`src/rtl/core/tvht_pkg.sv`:
```
`timescale 1ns / 1ps
// Shared types, codes and constants of the trigger volume hit test.
package tvht_pkg;

    // One trigger record.
    typedef struct packed {
        logic signed [31:0] base_x;
        logic signed [31:0] base_y;
        logic signed [31:0] base_z;
        logic signed [15:0] axis_a;
        logic signed [15:0] axis_b;
        logic signed [15:0] axis_c;
        logic [30:0]        span_length;
        logic [30:0]        span_height;
        logic [15:0]        kind;
        logic [5:0]         block_flags;
        logic               has_target;
    } t_item;

    // One hit-test result.
    typedef struct packed {
        logic fire;
        logic gated;
    } t_result;

    // Control flags that ride the pipeline with each record.
    typedef struct packed {
        logic blk;     // suppressed by block flags
        logic go;      // not suppressed and has a target
        logic plane;   // plane-crossing kind
        logic hgt;     // actor inside the height band
    } t_ctl;

    // Register indexes on the configuration port.
    localparam logic [2:0] REG_ACTOR_X    = 3'd0;
    localparam logic [2:0] REG_ACTOR_Y    = 3'd1;
    localparam logic [2:0] REG_ACTOR_Z    = 3'd2;
    localparam logic [2:0] REG_MOTION_X   = 3'd3;
    localparam logic [2:0] REG_MOTION_Y   = 3'd4;
    localparam logic [2:0] REG_MOTION_Z   = 3'd5;
    localparam logic [2:0] REG_SPEED      = 3'd6;
    localparam logic [2:0] REG_ACTOR_MODE = 3'd7;

    localparam logic [2:0] ACTOR_MODE_RESET = 3'd3;

    // Play modes.
    localparam logic [1:0] PMODE_0 = 2'd0;
    localparam logic [1:0] PMODE_1 = 2'd1;
    localparam logic [1:0] PMODE_2 = 2'd2;

    // Position of the nearest point on the segment.
    localparam logic [1:0] REGION_FAR  = 2'd0;
    localparam logic [1:0] REGION_IN   = 2'd1;
    localparam logic [1:0] REGION_NEAR = 2'd2;

    localparam logic [30:0] SPEED_MIN    = 31'd9830400;  // 150.0 in Q16.16
    localparam logic [15:0] KIND_GATE_A  = 16'h0066;
    localparam logic [15:0] KIND_GATE_B  = 16'h0068;
    localparam logic [15:0] MIN_LENGTH_SQ = 16'd1;
    localparam logic [93:0] LQ_LIM = 94'(MIN_LENGTH_SQ) << 60;

    // Squaring unit geometry.
    localparam int MAG_W     = 49;
    localparam int SQ_W      = 2 * MAG_W;
    localparam int SQ_LO_W   = 25;
    localparam int SQ_HI_W   = MAG_W - SQ_LO_W;

endpackage

```
`src/rtl/core/tvht_sq.sv`:
```
`timescale 1ns / 1ps
// Two-stage squarer for a 49-bit magnitude, split into 24-bit high and 25-bit low halves.
module tvht_sq (
    input  logic                       i_clk,
    input  logic [tvht_pkg::MAG_W-1:0] i_x,
    output logic [tvht_pkg::SQ_W-1:0]  o_sq
);

    logic [tvht_pkg::SQ_HI_W-1:0]                  w_hi;
    logic [tvht_pkg::SQ_LO_W-1:0]                  w_lo;
    logic [2*tvht_pkg::SQ_HI_W-1:0]                r_hh;
    logic [tvht_pkg::SQ_HI_W+tvht_pkg::SQ_LO_W-1:0] r_hl;
    logic [2*tvht_pkg::SQ_LO_W-1:0]                r_ll;
    logic [tvht_pkg::SQ_W-1:0]                     r_sq;

    assign w_hi = i_x[tvht_pkg::MAG_W-1:tvht_pkg::SQ_LO_W];
    assign w_lo = i_x[tvht_pkg::SQ_LO_W-1:0];

    always_ff @(posedge i_clk) begin
        r_hh <= w_hi * w_hi;
        r_hl <= w_hi * w_lo;
        r_ll <= w_lo * w_lo;
    end

    // x^2 = hh*2^(2L) + 2*hl*2^L + ll
    always_ff @(posedge i_clk) begin
        r_sq <= (tvht_pkg::SQ_W'(r_hh) << (2 * tvht_pkg::SQ_LO_W))
              + (tvht_pkg::SQ_W'(r_hl) << (tvht_pkg::SQ_LO_W + 1))
              + tvht_pkg::SQ_W'(r_ll);
    end

    assign o_sq = r_sq;

endmodule

```
`config.mk`:
```
export PLATFORM = sky130hd
export DESIGN_NAME = tvht_sq
export DESIGN_NICKNAME = d
export VERILOG_FILES = /design/src/rtl/core/tvht_pkg.sv /design/src/rtl/core/tvht_sq.sv
export SDC_FILE = /design/constraint.sdc
export NUM_CORES = 2
export LEC_CHECK = 0
export BUFFER_PORTS_ARGS = -buffer_cell sky130_fd_sc_hd__buf_2
export CORE_AREA = 3 3 313 315
export CTS_CLUSTER_SIZE = 16
export DETAILED_ROUTE_END_ITERATION = 12
export DIE_AREA = 0 0 316 318
export HOLD_SLACK_MARGIN = 0.12
export PLACE_DENSITY = 0.82
export SLEW_MARGIN = 20
export SYNTH_ARGS = -nofsm -noshare
export SYNTH_HDL_FRONTEND = slang
export SYNTH_SLANG_ARGS = --single-unit
export TNS_END_PERCENT = 1
```
`constraint.sdc`:
```
create_clock -name i_clk -period 20.9 [get_ports i_clk]
set_input_delay 0 -clock i_clk [delete_from_list [all_inputs] [get_ports i_clk]]
set_output_delay 0 -clock i_clk [all_outputs]
set_load 0.02 [all_outputs]
```
==> impl_metrics.py <==
metrics = {
    "yosys": {
        "async_flop_share": 0,
        "synth_cell_type_count": 83,
        "yosysTopAreaCell": "fa_1",
        "yosysMostFrequentCell": "inv_1",
        "ys_seq_area_frac": 0.0785,
        "netlist_instances": 6805,
        "synth_warnings": 0,
        "syn_area_per_cell_um2": 9.07,
        "synth_area_mm2": 0.0617,
        "ys.flop_type": "dfxtp_1",
        "yosysTopAreaCellShare": 0.452,
        "synth_common_cells": "inv_1, fa_1, nand2_1, ha_1, and2_1",
        "synthTopCellsByArea": "fa_1, ha_1, inv_1",
        "synth-edff-count": 0,
        "synth_fp_nets": 8834,
        "ys_ff_latch": 242,
    },
    "cts": {
        "cts_max_level": 1,
        "cts_tree": "yes",
        "clk_latency_ns": 0.64,
        "clk_pin_slew_ns": 0.06,
        "cts_root_buffer": "clkbuf_16",
        "cts-buffers-inserted": 29,
        "cts_resized": 0,
        "cts_buffer_depth": 3,
        "clock_sinks": 242,
    },
    "global_routing": {
        "grt.overflow.total": 0,
        "grt_pass1_wl_um": 260000,
        "grtUsageTotal": 0.329,
        "antenna_found_initial": 12,
        "grt_max_degree": 53,
        "grt_pass1_vias": 50500,
    },
    "detailed_routing": {
        "viasPerCell": 5.69,
        "wl_per_cell_um": 19.7,
        "drc": 0,
        "drt_wl_total_um": 159000,
        "drtAntennaViolNets": 0,
        "drt_pre_antenna_iters": 8,
        "vias": 45800,
        "drt_iter0_drc": 3861,
    },
    "finish": {
        "fin_util": 0.677,
        "final_nets": 8785,
        "drive_above_1_share": 0.0429,
        "syn_to_final_growth_pct": 4.30,
    },
    "setup_path": {
        "rr_worst_depth": 11,
        "cpMostUsedCell": "fa_1",
        "crit_required_ns": 21.40,
        "crit_slowest_cell": "a211oi_1",
        "r2r_setup_slack_ns": 16.70,
        "path_class": "input port to flip-flop",
        "reg2reg_to": "o_sq[74]$_DFF_P_",
        "end_kind": "flip-flop",
        "timing.rr.start": "r_ll[36]$_DFF_P_",
        "slowest_delay_ns": 0.64,
        "critPathBufInv": 8,
        "arrival_ns": 8.14,
        "critPathMaxFanout": 50,
        "critPathLaunchType": "input port",
        "path_delay_family": "adder cells",
        "path_depth": 27,
    },
    "timing": {
        "setup_tns_ns": 0,
        "finalMaxSlewViolations": 0,
        "fin_skew_ns": 0.0377,
        "finalHoldViolCount": 0,
        "tightest_slew_ns": 1.01,
        "period_share": 0.365,
        "setup_violations": 0,
        "relSlewSlack": 0.326,
        "rsz0062_at_grt": "false",
        "max_freq_mhz": 131,
        "period_minus_slack_ns": 7.64,
    },
    "floorplan": {
        "die_w_um": 316,
        "io_pins": 148,
        "rows": 113,
        "fp.dieH_um": 318,
        "core_mm2": 0.0952,
        "start_util": 0.649,
        "dieArea_mm2": 0.100,
    },
    "place": {
        "place_hpwl_um": 119000,
        "place_congestion": 0.949,
        "io_buffers": 146,
    },
    "min_path": {
        "worst_hold_path_type": "input port to flip-flop",
        "whs_path_depth": 6,
        "min_to": "r_hh[47]$_DFF_P_",
        "hp-start": "i_x[48]",
    },
    "job": {
        "max_cap_violations": 0,
    },
    "outcome": {
        "status": "finished clean",
    },
}
## cells in the final DEF (no fill, tap or decap), types with 115 or more instances in the layout
cell type | synthesis | routed
nor2_1 | 199 | 199
buf_2 | 7 | 146
xnor2_1 | 136 | 136
a21oi_1 | 196 | 196
ha_1 | 586 | 586
and2_1 | 473 | 473
a21o_1 | 115 | 115
inv_1 | 1868 | 1868
dfxtp_1 | 242 | 242
fa_1 | 1393 | 1393
nand2_1 | 744 | 744
## worst max path at each step
stage / from / endpoint / slack (ns)
2_1_floorplan: i_x[12] / r_hl[44]$_DFF_P_ / 14.24
3_3_place_gp: i_x[16] / r_hl[48]$_DFF_P_ / 13.22
3_5_place_dp: i_x[11] / r_ll[37]$_DFF_P_ / 13.07
4_1_cts: i_x[25] / r_hh[45]$_DFF_P_ / 13.39
5_1_grt: i_x[1] / r_ll[49]$_DFF_P_ / 12.92
6_report: i_x[25] / r_hh[45]$_DFF_P_ / 13.26
## sequential cells by signal, indices dropped and copies added (netlist names)
name,cells
o_sq,97
r_hl,49
r_ll,49
r_hh,47
## area by class of cell
class                      instances  area, µm²
tap                             1265       1580
antenna                            3       7.51
inverter                        1878       7050
clock buffer                      32        757
fill                            7227      30800
multi-input combinational       4403      48800
timing repair buffer             202       1160
clock inverter                    21        219
sequential                       242       4840
## through the flow
stage | cells | hold slack (ns) | worst slack [ns] | cell area (µm²)
after floorplan | 6805 | 0.0277 | 14.24 | 61700
after global placement | 7986 | 0.310 | 13.22 | 63400
after detailed placement | 7986 | 0.312 | 13.07 | 63400
after CTS | 8043 | 0.270 | 13.39 | 64400
after global routing | 8044 | 0.330 | 12.92 | 64400
final | 8046 | 0.275 | 13.26 | 64400
## worst register-to-register path, cell delays in order (launching register included)
cell and delay (ns):
dfxtp_1 0.42, ha_1 0.48, nand4_1 0.18, a2111oi_0 0.35
o21ai_1 0.19, nand3_1 0.15, nand3_1 0.16, a21oi_2 0.36
a41oi_2 0.39, o31ai_4 0.83, a2111oi_0 0.25, a311o_1 0.32
## layer usage
metal	track usage	routed length [µm]	part of all wire	up-vias
li1	-	-	-	19800
met5	0	42	0.00026	-
met3	0.0755	17100	0.11	636
met4	0.146	8350	0.053	6
met2	0.544	75400	0.48	2387
met1	0.414	57700	0.36	22900
## logic make-up after synthesis
logic type               count (synthesis)  synth area share
XOR/XNOR                               216            0.0306
AND/OR/NAND/NOR                       1626             0.126
flip-flops                             242            0.0785
other                                    1         0.0000608
adder cells (fa/ha/maj)               1979             0.571
buffers and inverters                 2160             0.132
AO/OA/AOI/OAI                          575            0.0617
multiplexers                             6           0.00103
## what timing repair did
| action | CTS | global route |
|---|---|---|
| hold buffers | 4 | 0 |
| hold endpoints to repair | 5 | 0 |
| buffers inserted | 0 | 0 |
Power is left out: the tool's default activity adds up to more than one toggle a clock period on the data nets, which glitch-free logic cannot reach.
